$ cat config.mk
export PLATFORM = sky130hd
export DESIGN_NAME = dual_motor_limit_climb_sequencer
export DESIGN_NICKNAME = d
export VERILOG_FILES = /design/src/design/dmlc_pkg.sv /design/src/design/dmlc_next.sv /design/src/design/dual_motor_limit_climb_sequencer.sv
export VERILOG_INCLUDE_DIRS = /design/src /design/src/design
export SDC_FILE = /design/constraint.sdc
export NUM_CORES = 1
export LEC_CHECK = 0
export BUFFER_PORTS_ARGS = -buffer_cell sky130_fd_sc_hd__buf_4
export CAP_MARGIN = 30
export CORE_MARGIN = 3
export CORE_UTILIZATION = 30
export DETAILED_ROUTE_END_ITERATION = 16
export PLACE_DENSITY = 0.48
export SYNTH_ARGS = -nofsm -noshare
export SYNTH_HDL_FRONTEND = slang
export SYNTH_HIERARCHICAL = 1
export SYNTH_SLANG_ARGS = --single-unit
$ cat constraint.sdc
create_clock -name clock -period 2.6 [get_ports clock]
set_input_delay 0.26 -clock clock [delete_from_list [all_inputs] [get_ports clock]]
set_output_delay 0.26 -clock clock [all_outputs]
set_load 0.01 [all_outputs]
$ cat src/design/dual_motor_limit_climb_sequencer_defines.svh
// Assertion macros used by the climb sequencer RTL
`ifndef DUAL_MOTOR_LIMIT_CLIMB_SEQUENCER_DEFINES_SVH
`define DUAL_MOTOR_LIMIT_CLIMB_SEQUENCER_DEFINES_SVH

// Same-cycle implication, disabled during reset
`define DMLC_ASSERT_NOW(label, clk, rst, ante, cons) \
   label: assert property (@(posedge clk) disable iff (rst) (ante) |-> (cons)) \
      else $error("climb sequencer check failed (same cycle)");

// Next-cycle implication, disabled during reset
`define DMLC_ASSERT_NEXT(label, clk, rst, ante, cons) \
   label: assert property (@(posedge clk) disable iff (rst) (ante) |=> (cons)) \
      else $error("climb sequencer check failed (next cycle)");

`endif

$ cat src/design/dmlc_pkg.sv
package dmlc_pkg;

   // Sequencer modes, numbered as reported in mode_code
   typedef enum logic [3:0] {
      MODE_BOTH_TILL   = 4'd0,
      MODE_L_TILL      = 4'd1,
      MODE_R_TILL      = 4'd2,
      MODE_UP_IDLE     = 4'd3,
      MODE_DWN_IDLE    = 4'd4,
      MODE_BOTH_UP     = 4'd5,
      MODE_LEFT_UP     = 4'd6,
      MODE_RIGHT_UP    = 4'd7,
      MODE_L_UP_IDLE   = 4'd8,
      MODE_R_UP_IDLE   = 4'd9,
      MODE_BOTH_DWN    = 4'd10,
      MODE_LEFT_DWN    = 4'd11,
      MODE_RIGHT_DWN   = 4'd12,
      MODE_L_DWN_IDLE  = 4'd13,
      MODE_R_DWN_IDLE  = 4'd14,
      MODE_ERROR       = 4'd15
   } mode_type;

   // Motor commands, two's complement
   localparam logic signed [1:0] DRIVE_UP   = 2'sb01;
   localparam logic signed [1:0] DRIVE_STOP = 2'sb00;
   localparam logic signed [1:0] DRIVE_DOWN = 2'sb11;

   localparam int unsigned REQ_WIDTH = 8;
   localparam int unsigned RSP_WIDTH = 8;

   // Request word, lowest bit last
   typedef struct packed {
      logic pad;
      logic recover_down;
      logic recover_up;
      logic run_button;
      logic left_bottom_limit;
      logic right_bottom_limit;
      logic left_top_limit;
      logic right_top_limit;
   } req_word_type;

   // Result word, lowest field last
   typedef struct packed {
      logic [3:0]        mode_code;
      logic signed [1:0] right_drive;
      logic signed [1:0] left_drive;
   } rsp_word_type;

   function automatic logic signed [1:0] left_drive_of(input mode_type mode);
      logic signed [1:0] drive;
      unique case (mode)
         MODE_BOTH_TILL, MODE_L_TILL, MODE_BOTH_UP, MODE_LEFT_UP: drive = DRIVE_UP;
         MODE_BOTH_DWN, MODE_LEFT_DWN:                           drive = DRIVE_DOWN;
         default:                                                drive = DRIVE_STOP;
      endcase
      return drive;
   endfunction

   function automatic logic signed [1:0] right_drive_of(input mode_type mode);
      logic signed [1:0] drive;
      unique case (mode)
         MODE_BOTH_TILL, MODE_R_TILL, MODE_BOTH_UP, MODE_RIGHT_UP: drive = DRIVE_UP;
         MODE_BOTH_DWN, MODE_RIGHT_DWN:                           drive = DRIVE_DOWN;
         default:                                                 drive = DRIVE_STOP;
      endcase
      return drive;
   endfunction

endpackage

$ cat src/design/dmlc_next.sv
module dmlc_next (
   input  dmlc_pkg::mode_type     mode,
   input  dmlc_pkg::req_word_type req,
   output dmlc_pkg::mode_type     next_mode,
   output dmlc_pkg::rsp_word_type rsp
);
   import dmlc_pkg::*;

   logic conflict;
   logic lt, rt, lb, rb, run;

   assign lt  = req.left_top_limit;
   assign rt  = req.right_top_limit;
   assign lb  = req.left_bottom_limit;
   assign rb  = req.right_bottom_limit;
   assign run = req.run_button;

   // Both limits of one side at once means a broken switch
   assign conflict = (lt && lb) || (rt && rb);

   // Advance the mode for one tick
   always_comb begin
      next_mode = mode;
      if (conflict) begin
         next_mode = MODE_ERROR;
      end else begin
         unique case (mode)
            MODE_BOTH_TILL: begin
               priority if (lt && rt) next_mode = MODE_DWN_IDLE;
               else if (rt)           next_mode = MODE_L_TILL;
               else if (lt)           next_mode = MODE_R_TILL;
               else                   next_mode = mode;
            end
            MODE_L_TILL:     if (lt)  next_mode = MODE_DWN_IDLE;
            MODE_R_TILL:     if (rt)  next_mode = MODE_DWN_IDLE;
            MODE_UP_IDLE:    if (run) next_mode = MODE_BOTH_UP;
            MODE_BOTH_UP: begin
               priority if (!run)     next_mode = MODE_UP_IDLE;
               else if (lt && rt)     next_mode = MODE_BOTH_DWN;
               else if (rt)           next_mode = MODE_LEFT_UP;
               else if (lt)           next_mode = MODE_RIGHT_UP;
               else                   next_mode = mode;
            end
            MODE_LEFT_UP: begin
               priority if (!run)     next_mode = MODE_L_UP_IDLE;
               else if (lt)           next_mode = MODE_BOTH_DWN;
               else                   next_mode = mode;
            end
            MODE_L_UP_IDLE:  if (run) next_mode = MODE_LEFT_UP;
            MODE_RIGHT_UP: begin
               priority if (!run)     next_mode = MODE_R_UP_IDLE;
               else if (rt)           next_mode = MODE_BOTH_DWN;
               else                   next_mode = mode;
            end
            MODE_R_UP_IDLE:  if (run) next_mode = MODE_RIGHT_UP;
            MODE_DWN_IDLE:   if (run) next_mode = MODE_BOTH_DWN;
            MODE_BOTH_DWN: begin
               priority if (!run)     next_mode = MODE_DWN_IDLE;
               else if (lb && rb)     next_mode = MODE_BOTH_UP;
               else if (rb)           next_mode = MODE_LEFT_DWN;
               else if (lb)           next_mode = MODE_RIGHT_DWN;
               else                   next_mode = mode;
            end
            MODE_LEFT_DWN: begin
               priority if (!run)     next_mode = MODE_L_DWN_IDLE;
               else if (lb)           next_mode = MODE_BOTH_UP;
               else                   next_mode = mode;
            end
            MODE_RIGHT_DWN: begin
               priority if (!run)     next_mode = MODE_R_DWN_IDLE;
               else if (rb)           next_mode = MODE_BOTH_UP;
               else                   next_mode = mode;
            end
            MODE_L_DWN_IDLE: if (run) next_mode = MODE_LEFT_DWN;
            MODE_R_DWN_IDLE: if (run) next_mode = MODE_RIGHT_DWN;
            MODE_ERROR: begin
               // recover_up wins when both are pressed
               priority if (req.recover_up) next_mode = MODE_UP_IDLE;
               else if (req.recover_down)   next_mode = MODE_DWN_IDLE;
               else                         next_mode = MODE_ERROR;
            end
            default:                  next_mode = MODE_ERROR;
         endcase
      end
   end

   // Decode motor commands from the new mode
   always_comb begin
      rsp.left_drive  = left_drive_of(next_mode);
      rsp.right_drive = right_drive_of(next_mode);
      rsp.mode_code   = 4'(next_mode);
   end

endmodule

$ cat src/design/dual_motor_limit_climb_sequencer.sv
// An accepted request word's result is registered in the output register, or in
// the skid register while the output stalls. Throughput: one word per cycle unless
// rsp_tready stalls; the mode update is a single pass through the next-state logic,
// and a two-entry result buffer keeps req_tready high until the skid entry fills.
// Reset: synchronous, active high; mode returns to error (code 15), buffer empties.
`include "dual_motor_limit_climb_sequencer_defines.svh"

module dual_motor_limit_climb_sequencer (
   input  logic       clock,
   input  logic       reset,
   // req_tdata: right_top_limit, left_top_limit, right_bottom_limit,
   //            left_bottom_limit, run_button, recover_up, recover_down, zero pad
   input  logic       req_tvalid,
   output logic       req_tready,
   input  logic [dmlc_pkg::REQ_WIDTH-1:0] req_tdata,
   // rsp_tdata: left_drive[1:0], right_drive[3:2], mode_code[7:4]
   output logic       rsp_tvalid,
   input  logic       rsp_tready,
   output logic [dmlc_pkg::RSP_WIDTH-1:0] rsp_tdata
);
   import dmlc_pkg::*;

   mode_type     mode_ff, mode_in;
   rsp_word_type step_rsp;
   req_word_type req_word;

   logic         out_valid_ff, out_valid_in;
   rsp_word_type out_data_ff, out_data_in;
   logic         skid_valid_ff, skid_valid_in;
   rsp_word_type skid_data_ff, skid_data_in;

   logic         accept;
   logic         out_moves;
   logic         conflict_seen;

   assign req_word   = req_word_type'(req_tdata);
   assign req_tready = !skid_valid_ff;
   assign accept     = req_tvalid && req_tready;
   assign out_moves  = !out_valid_ff || rsp_tready;

   dmlc_next u_next (
      .mode      (mode_ff),
      .req       (req_word),
      .next_mode (mode_in),
      .rsp       (step_rsp)
   );

   // Hold the mode; advance on every accepted word
   always_ff @(posedge clock) begin
      if (reset) begin
         mode_ff <= MODE_ERROR;
      end else if (accept) begin
         mode_ff <= mode_in;
      end
   end

   // Steer result words through the output and skid registers
   always_comb begin
      out_valid_in  = out_valid_ff;
      out_data_in   = out_data_ff;
      skid_valid_in = skid_valid_ff;
      skid_data_in  = skid_data_ff;
      if (out_moves) begin
         if (skid_valid_ff) begin
            out_valid_in  = 1'b1;
            out_data_in   = skid_data_ff;
            skid_valid_in = 1'b0;
         end else begin
            out_valid_in  = accept;
            out_data_in   = step_rsp;
         end
      end else if (accept) begin
         skid_valid_in = 1'b1;
         skid_data_in  = step_rsp;
      end
   end

   always_ff @(posedge clock) begin
      if (reset) begin
         out_valid_ff  <= 1'b0;
         skid_valid_ff <= 1'b0;
      end else begin
         out_valid_ff  <= out_valid_in;
         skid_valid_ff <= skid_valid_in;
      end
   end

   // Payload registers need no reset
   always_ff @(posedge clock) begin
      out_data_ff  <= out_data_in;
      skid_data_ff <= skid_data_in;
   end

   assign rsp_tvalid = out_valid_ff;
   assign rsp_tdata  = RSP_WIDTH'(out_data_ff);

   assign conflict_seen = (req_word.left_top_limit && req_word.left_bottom_limit) ||
                          (req_word.right_top_limit && req_word.right_bottom_limit);

   // Skid entry is only ever filled behind a full output register
   `DMLC_ASSERT_NOW(a_skid_behind_out, clock, reset, skid_valid_ff, out_valid_ff)
   // A conflicting limit pair always lands in error
   `DMLC_ASSERT_NEXT(a_conflict_error, clock, reset, accept && conflict_seen,
                     mode_ff == MODE_ERROR)
   // A word accepted while the output stalls is parked in the skid entry
   `DMLC_ASSERT_NEXT(a_stall_parks, clock, reset, accept && !out_moves,
                     skid_valid_ff)
   // The reported mode code matches the mode register after a direct load
   `DMLC_ASSERT_NEXT(a_code_tracks_mode, clock, reset, accept && out_moves,
                     out_data_ff.mode_code == 4'(mode_ff))

endmodule

# ---- Yosys cells after proc, flatten, opt, wreduce, memory -nomap -nowiden
# Cells that the tools add are included.
dict set report word_totals {
  reg_bits 22
  input_bits 12
  out_inout_bits 10
  word_cells 85
}
dict set report op_classes {
  n_eq_ne 23
  mux 35
  bitwise_logic 1
  reduce_logical 17
}
# op count
set op_table {}
lappend op_table {{4-bit two-way mux} 30}
lappend op_table {{4-bit case mux with 16 select lines} 1}
lappend op_table {{4-bit == test (second input constant)} 11}
lappend op_table {{4-bit by 3-bit == test with 1-bit output (second input constant)} 7}
lappend op_table {{4-bit by 2-bit == test with 1-bit output (second input constant)} 3}
lappend op_table {{4-bit by 1-bit == test with 1-bit output (second input constant)} 2}
lappend op_table {{4-bit logical NOT} 2}
lappend op_table {{8-bit two-way mux} 1}
lappend op_table {{2-bit case mux with 2 select lines} 2}
lappend op_table {{4-bit OR reduction} 2}
lappend op_table {{2-bit OR reduction} 3}
lappend op_table {{1-bit logical AND} 5}
lappend op_table {{1-bit logical NOT} 2}
lappend op_table {{1-bit logical OR} 2}
lappend op_table {{2-bit AND reduction} 1}
lappend op_table {{1-bit two-way mux} 1}
lappend op_table {{1-bit NOT} 1}

# ---- Logic depth before layout (Yosys ltp)
# Gate-level depths: netlist of run 1.
dict set report depth {
  ltp_word 10
  mapped_depth 10
  mapped_depth_nobuf 8
}

# ---- By module
# The synthesis of run 1 kept the hierarchy.
# mod instances cells_each area_per_inst_um2 seq_area_each_um2
set modules_own_cells {}
lappend modules_own_cells {dual_motor_limit_climb_sequencer 1 52 855.8 600.6}
lappend modules_own_cells {dmlc_next 1 107 759.5 0.0}

# ---- Worst setup path after synthesis of run 1
# OpenSTA, ideal clock, no wires.
dict set report synth_timing {
  path_kind {register to register}
  from {register mode_ff[1]}
  to {register out_data_ff, in the netlist rsp_tdata[2], data pin}
  setup_time_ns 0.260
  t_arrival_ns 1.933
  required_time_ns 2.340
  setup_slack_ns 0.407
  stages_incl_launch_ff 10
  path_buffers 2
  synth_period_minus_slack_ns 2.193
  cell_sequence {dfxtp_1 > buf_2 > and2b_1 > a31oi_1 > nor2_1 > a211o_1 > buf_2 > xnor2_1 > a221o_1 > mux2_4}
}
# item line_no
set synth_lines {}
lappend synth_lines {{start: declaration} dual_motor_limit_climb_sequencer.sv:23} ;# mode_type mode_ff, mode_in;
lappend synth_lines {{start signal: assignment} dual_motor_limit_climb_sequencer.sv:53} ;# mode_ff <= mode_in;
lappend synth_lines {{end signal: assignment} dual_motor_limit_climb_sequencer.sv:90} ;# out_data_ff <= out_data_in;
lappend synth_lines {{end: declaration} dual_motor_limit_climb_sequencer.sv:28} ;# rsp_word_type out_data_ff, out_data_in;

==> impl_summary.log, run 1 <==
INFO  metric finalWeightedCongestion = 0.831
INFO  metric min_from = reset
INFO  metric report.final.setup_viol = 0
INFO  metric period_share = 94.2%
INFO  metric peakVddDrop = 0.000203 V
INFO  metric grt_first_pass_wirelength = 5990 um
INFO  metric timing.reg2reg.worst_path_depth = 8
INFO  metric avgSynthCellArea = 10.2 um2
INFO  metric status = complete, no violations
INFO  metric critical_path.startpoint_type = flip-flop
INFO  metric worst_clock_skew = 0.00380 ns
INFO  metric rsz0062_at_grt = no
INFO  metric synth_seq_cells = 22
INFO  metric synthToLayoutAreaGrowth = 15.8%
INFO  metric min_period = 2.45 ns
INFO  metric dp_slack = 0.0534 ns
INFO  metric multi_input_area = 855 um2
INFO  metric powerDensity = 564 nW/um2
INFO  metric fp.dieW = 79.4 um
INFO  metric ctsLongestPathBuffers = 2
INFO  metric cpPeakStageDelay = 0.52 ns
INFO  metric first_global_vias = 1,242
INFO  metric critPathMaxFanout = 16
INFO  metric syn_inst = 159
INFO  metric final_nets = 190
INFO  metric tightestPinTransition = 0.581 ns
INFO  metric timing.final.ws_setup = 0.152 ns
INFO  metric clk_transition_reported_paths = 0.08 ns
INFO  metric drt_wl_total = 3530 um
INFO  metric tritoncts_num_sinks = 22
INFO  metric fillers = 517
INFO  metric num_antenna_cells = 0
INFO  metric route.antenna.remaining_nets = 0
INFO  metric timing.slew.headroom = 61.2%
INFO  metric initialDrtViolationCount = 55
INFO  metric ios = 22
INFO  metric grtUsageTotal = 11.9%
INFO  metric critPathArrivalTime = 2.46 ns
INFO  metric core_area = 5170 um2
INFO  metric clk_root_buffer_cell = clkbuf_8
INFO  metric critical_path_buf_inv_count = 1
INFO  metric h_tree_lvl_count = 1
INFO  metric max_freq = 408 MHz
INFO  metric initial_antenna_violation_count = 0
INFO  metric insertion_delay = 0.25 ns
INFO  metric critPathRequiredTime = 2.61 ns
INFO  metric crit_path_cell_chain = a21oi_2 -> a211o_1 -> a32o_2 -> nor4_4 -> buf_4 -> nor4b_2 -> a221o_1 -> mux2_4
INFO  metric grt_max_degree = 22
INFO  metric power.leakage = 0.000750 uW
INFO  metric final.setup.tns = 0 ns
INFO  metric number_of_buffers_added_by_the_clock_tree_synthesis_step = 3
INFO  metric die-height = 79.4 um
INFO  metric worstSetupEndpointType = flip-flop
INFO  metric share_of_final_layout_standard_cells_stronger_than_drive_strength_1 = 33.3%
INFO  metric start_util = 31.2%
INFO  metric min_path_type = input port to flip-flop
INFO  metric post-route-util = 36.2%
INFO  metric reg2reg_setup_slack = 0.15 ns
INFO  metric routedWlPerCell = 14.3 um
INFO  metric synth-edff-count = 16
INFO  metric final_max_slew_viol_count = 0
INFO  metric seq_area = 604 um2
INFO  metric placed_instances = 241
INFO  metric ys_async_sr_fraction = 0%
INFO  metric total_gr_overflow = 0
INFO  metric post_layout_nonfiller_instances = 247
INFO  metric maxCapViolCount = 0
INFO  metric timing.critical_path.max_delay_family = compound AO/OA/AOI/OAI gates
INFO  metric synth.net_count = 171
INFO  metric portBuffers = 20
INFO  metric criticalPathCategory = flip-flop to flip-flop
INFO  metric tritoncts_clock_tree = done
INFO  metric synth_sequential_area_ratio = 37.2%
INFO  metric final_hold_viol_count = 0
INFO  metric dpl.hpwl = 2570 um
INFO  metric synth.distinct_cells = 48
INFO  metric drtPass1Iterations = 4
INFO  metric core.rowCount = 26
INFO  metric reg2reg_from = mode_ff[2]$_SDFFE_PP1P_
INFO  metric synth-main-ff-cell = edfxtp_1
INFO  metric worst_path_max_delay_cell = dfxtp_2
INFO  metric design.die.area = 6300 um2
INFO  metric min_path_cells = 2
INFO  metric ys_warn_count = 6
INFO  metric routed_via_density = 5.11
INFO  metric synthesis.area = 1620 um2
INFO  metric regToRegEndpoint = rsp_tdata[2]$_DFFE_PP_
INFO  metric vias = 1,262
INFO  metric min_delay_worst_endpoint = rsp_tvalid$_SDFFE_PP0P_
INFO  metric drc = 0
-- area by class of cell --
type / instances / area share (%)
repair buffers: 33 / 13.9
inverters: 5 / 1.00
multi-input cells: 113 / 45.7
clock buffers: 4 / 2.41
flip-flops and latches: 22 / 32.3
well taps: 70 / 4.68
-- worst max-delay path by stage --
stage,from,endpoint,slack (ns),depth (start not counted)
after global routing,mode_ff[2]$_SDFFE_PP1P_,rsp_tdata[2]$_DFFE_PP_,0.03,8
after global placement,mode_ff[1]$_SDFFE_PP1P_,rsp_tdata[2]$_DFFE_PP_,0.13,7
after CTS,mode_ff[2]$_SDFFE_PP1P_,rsp_tdata[2]$_DFFE_PP_,0.04,7
after detailed placement,mode_ff[2]$_SDFFE_PP1P_,rsp_tdata[2]$_DFFE_PP_,0.05,7
final,mode_ff[2]$_SDFFE_PP1P_,rsp_tdata[2]$_DFFE_PP_,0.15,8
after floorplan,mode_ff[1]$_SDFFE_PP1P_,rsp_tdata[2]$_DFFE_PP_,0.41,9
-- cells in the mapped netlist (all sizes together) (4+ instances only) --
| master | number | area [um2] |
|---|---|---|
| nor2b | 5 | 31.3 |
| nand3 | 4 | 32.5 |
| dfxtp | 6 | 120 |
| mux2 | 8 | 120 |
| a21oi | 10 | 53.8 |
| edfxtp | 16 | 480 |
| buf | 18 | 139 |
| nand2 | 12 | 45.0 |
| inv | 5 | 18.8 |
| a31oi | 5 | 31.3 |
| nor2 | 18 | 67.6 |
| mux2i | 5 | 50.1 |
-- power breakdown --
group,total [uW],internal [uW],switching [uW]
Clock,210,109,101
Sequential,459,430,29.5
Combinational,386,203,183
-- metrics by stage --
| stage | total power [uW] | hold WS [ns] | area [um2] |
|---|---|---|---|
| final | 1060 | 0.227 | 1870 |
| after global routing | 1120 | 0.229 | 1870 |
| after CTS | 1060 | 0.219 | 1850 |
| after detailed placement | 842 | 0.500 | 1800 |
| after global placement | 831 | 0.495 | 1800 |
| after floorplan | 738 | 0.435 | 1620 |
-- cells by family (layout without fill, tap and decap cells) --
family                    after synthesis  count (layout)  synth area share (%)
and+or+nand+nor                        58              58                  22.4
buffers and inverters                  24              42                  10.1
muxes                                  13              13                  10.5
xor gates and xnor gates                3               3                  1.63
AOI/OAI and AO/OA                      39              39                  18.2
DFF                                    22              22                  37.2
-- layer usage --
metal / track usage, % / up-vias / wire length (um)
li1: - / 614 / -
met1: 14.4 / 608 / 1510
met2: 21.0 / 38 / 1850
met3: 1.13 / 2 / 147
met4: 5.84 / 0 / 34
met5: 0 / - / 0
-- placed cells by master, fill, tap and decap left out, types with 2 or more instances in the layout --
cell type  netlist  layout
a211o_1          3       3
a211oi_1         2       2
a21oi_1          9       9
a31oi_1          5       5
and2b_1          2       2
buf_4            7      32
clkbuf_8         0       3
dfxtp_1          6       3
dfxtp_2          0       3
edfxtp_1        16      16
inv_1            5       5
mux2_4           8       8
mux2i_1          5       5
nand2_1         12      12
nand2b_1         3       3
nand3_1          3       3
nand4bb_1        2       2
nor2_1          18      17
nor2b_1          5       5
nor3_1           2       2
nor3b_1          2       2
nor4b_2          2       2
o21ai_0          2       2
o21bai_1         3       3
xnor2_1          3       3
-- state kept, by name (all words and copies together) (netlist names) --
name,count
mode_ff,4
rsp_tdata,8
rsp_tvalid,1
skid_data_ff,8
skid_valid_ff,1
-- worst reg2reg max path, cell delays in order (launching register included) --
cell	delay, ns
dfxtp_2	0.52
a21oi_2	0.06
a211o_1	0.28
a32o_2	0.29
nor4_4	0.26
buf_4	0.18
nor4b_2	0.05
a221o_1	0.29
mux2_4	0.27
-- what timing repair did --
action	4_1_cts	5_1_grt
gates resized for setup	0	4
hold buffers	0	0
setup buffers	0	2
endpoints found under the setup margin	0	4
No activity file was read; power rests on OpenSTA's default activity.
==> run 2: changes to the inputs <==
- CORE_MARGIN: 3 -> 1
- CORE_UTILIZATION: 30 -> 50
- PLACE_DENSITY: 0.48 -> 0.72
==> run 2 against run 1 <==
First-iteration DRC count fell by 11%. Maximum frequency is 1.4% lower. Worst hold slack got worse by 0.038 ns. Worst setup slack lost 0.036 ns. Cell count shrank 13%. Sequential power rose by 0.9%. Largest cell class unchanged.
==> impl_summary.log, run 2 (synthesis results as in run 1) <==
INFO  metric status = complete, no violations
INFO  metric ctsLongestPathBuffers = 2
INFO  metric dpl.hpwl = 2280 um
INFO  metric drtPass1Iterations = 4
INFO  metric start_util = 52.9%
INFO  metric critical_path.startpoint_type = flip-flop
INFO  metric layout.cells.most_common = buf_4
INFO  metric drt_wl_total = 3160 um
INFO  metric ctsHoldBuffers = 0
INFO  metric maxCapViolCount = 0
INFO  metric grt_first_pass_wirelength = 5260 um
INFO  metric route.antenna.remaining_nets = 0
INFO  metric clk_transition_reported_paths = 0.12 ns
INFO  metric tightestPinTransition = 0.591 ns
INFO  metric worst_path_max_delay_cell = nor4_4
INFO  metric critPathRequiredTime = 2.67 ns
INFO  metric synthToLayoutAreaGrowth = 9.14%
INFO  metric rsz0062_at_grt = no
INFO  metric criticalPathCategory = flip-flop to flip-flop
INFO  metric final_nets = 184
INFO  metric worst_clock_skew = 0.00643 ns
INFO  metric h_tree_lvl_count = 1
INFO  metric min_from = reset
INFO  metric total_gr_overflow = 0
INFO  metric insertion_delay = 0.31 ns
INFO  metric seq_area = 606 um2
INFO  metric core.rowCount = 20
INFO  metric timing.reg2reg.worst_path_depth = 8
INFO  metric report.final.setup_viol = 0
INFO  metric worstSetupEndpointType = flip-flop
INFO  metric layout.cell_area.non_filler = 1760 um2
INFO  metric cpPeakStageDelay = 0.42 ns
INFO  metric grt.met1_usage = 24.2%
INFO  metric critical_path_buf_inv_count = 1
INFO  metric min_path_type = input port to flip-flop
INFO  metric min_path_cells = 2
INFO  metric number_of_buffers_added_by_the_clock_tree_synthesis_step = 3
INFO  metric multi_input_area = 855 um2
INFO  metric critPathMaxFanout = 10
INFO  metric fillers = 292
INFO  metric portBuffers = 20
INFO  metric max_freq = 403 MHz
INFO  metric period_share = 95.5%
INFO  metric final.setup.tns = 0 ns
INFO  metric first_global_vias = 1,171
INFO  metric drc = 0
INFO  metric fin_worst_hold_slack = 0.189 ns
INFO  metric reg2reg_setup_slack = 0.12 ns
INFO  metric regToRegEndpoint = rsp_tdata[2]$_DFFE_PP_
INFO  metric layout.cells.most_common_list = 27 x buf_4, 17 x nor2_1, 16 x edfxtp_1, 12 x nand2_1, 9 x a21oi_1
INFO  metric min_period = 2.48 ns
INFO  metric critPathArrivalTime = 2.56 ns
INFO  metric die-height = 58.8 um
INFO  metric tritoncts_num_sinks = 22
INFO  metric initial_antenna_violation_count = 0
INFO  metric reg2reg_from = mode_ff[0]$_SDFFE_PP1P_
INFO  metric num_antenna_cells = 0
INFO  metric grt_max_degree = 22
INFO  metric fp.dieW = 58.8 um
INFO  metric vias = 1,238
INFO  metric grt-busiest-layer = met2
INFO  metric min_delay_worst_endpoint = rsp_tvalid$_SDFFE_PP0P_
INFO  metric power.leakage = 0.000709 uW
INFO  metric timing.slew.headroom = 60.6%
INFO  metric peakVddDrop = 0.000159 V
INFO  metric timing.critical_path.max_delay_family = compound AO/OA/AOI/OAI gates
INFO  metric grtUsageTotal = 20.0%
INFO  metric routedWlPerCell = 14.7 um
INFO  metric tritoncts_clock_tree = done
INFO  metric powerDensity = 550 nW/um2
INFO  metric finalWeightedCongestion = 0.846
INFO  metric routed_via_density = 5.76
INFO  metric ios = 22
INFO  metric clk_root_buffer_cell = clkbuf_4
INFO  metric final_hold_viol_count = 0
INFO  metric crit_path_cell_chain = buf_4 -> nor2_2 -> o21ai_0 -> a32o_2 -> nor4_4 -> nor4b_2 -> a221o_1 -> mux2_4
INFO  metric design.die.area = 3460 um2
INFO  metric groute.layer.met2.usage = 36.4%
INFO  metric core_area = 3050 um2
INFO  metric dpl_cell_area = 1720 um2
INFO  metric share_of_final_layout_standard_cells_stronger_than_drive_strength_1 = 31.6%
INFO  metric initialDrtViolationCount = 49
INFO  metric global_route.usage.met3 = 0.879%
INFO  metric final_max_slew_viol_count = 0
## run 2: report_power, final
group	internal, uW	switching, uW
Combinational	183	171
Clock	56.1	97.7
Sequential	430	32.9
## run 2: layout make-up
cell class,instances,share of cell area [%]
Tap cell,44,3.12
Multi-Input combinational cell,113,48.5
Clock buffer,3,1.28
Clock inverter,1,0.213
Inverter,5,1.06
Timing Repair Buffer,27,11.5
Sequential cell,22,34.4
## run 2: metrics by stage
stage | utilization, % | setup slack [ns] | total power, uW | std cells
2_1_floorplan | - | 0.407 | 738 | 159
3_3_place_gp | 56.4 | 0.149 | 803 | 210
3_5_place_dp | 56.4 | 0.0582 | 817 | 210
4_1_cts | 57.3 | 0.0468 | 969 | 214
5_1_grt | 57.7 | 0.0236 | 1020 | 215
6_report | 57.7 | 0.116 | 970 | 215
## run 2: worst reg2reg max path: stages, from the launching register on
cell and delay (ns):
dfxtp_2 0.40, buf_4 0.19, nor2_2 0.16, o21ai_0 0.12, a32o_2 0.30, nor4_4 0.42, nor4b_2 0.10, a221o_1 0.30
mux2_4 0.27
## run 2: timing repair
| item | 4_1_cts | 5_1_grt |
|---|---|---|
| gates resized for setup | 0 | 5 |
| buffers inserted | 0 | 1 |
| setup endpoints to repair | 0 | 4 |
## run 2: how the worst max path moves through the flow
stage,start,endpoint,slack [ns],cells past startpoint
5_1_grt,mode_ff[0]$_SDFFE_PP1P_,rsp_tdata[2]$_DFFE_PP_,0.02,8
6_report,mode_ff[0]$_SDFFE_PP1P_,rsp_tdata[2]$_DFFE_PP_,0.12,8
2_1_floorplan,mode_ff[1]$_SDFFE_PP1P_,rsp_tdata[2]$_DFFE_PP_,0.41,9
3_3_place_gp,mode_ff[1]$_SDFFE_PP1P_,rsp_tdata[2]$_DFFE_PP_,0.15,7
4_1_cts,mode_ff[2]$_SDFFE_PP1P_,rsp_tdata[2]$_DFFE_PP_,0.05,8
3_5_place_dp,mode_ff[2]$_SDFFE_PP1P_,rsp_tdata[2]$_DFFE_PP_,0.06,8
## run 2: layer usage
metal | wire, um | vias up | part of all wire [%]
li1 | - | 604 | -
met1 | 1400 | 594 | 44
met2 | 1610 | 36 | 51
met3 | 107 | 4 | 3.4
met4 | 53 | 0 | 1.7
met5 | 0 | - | 0
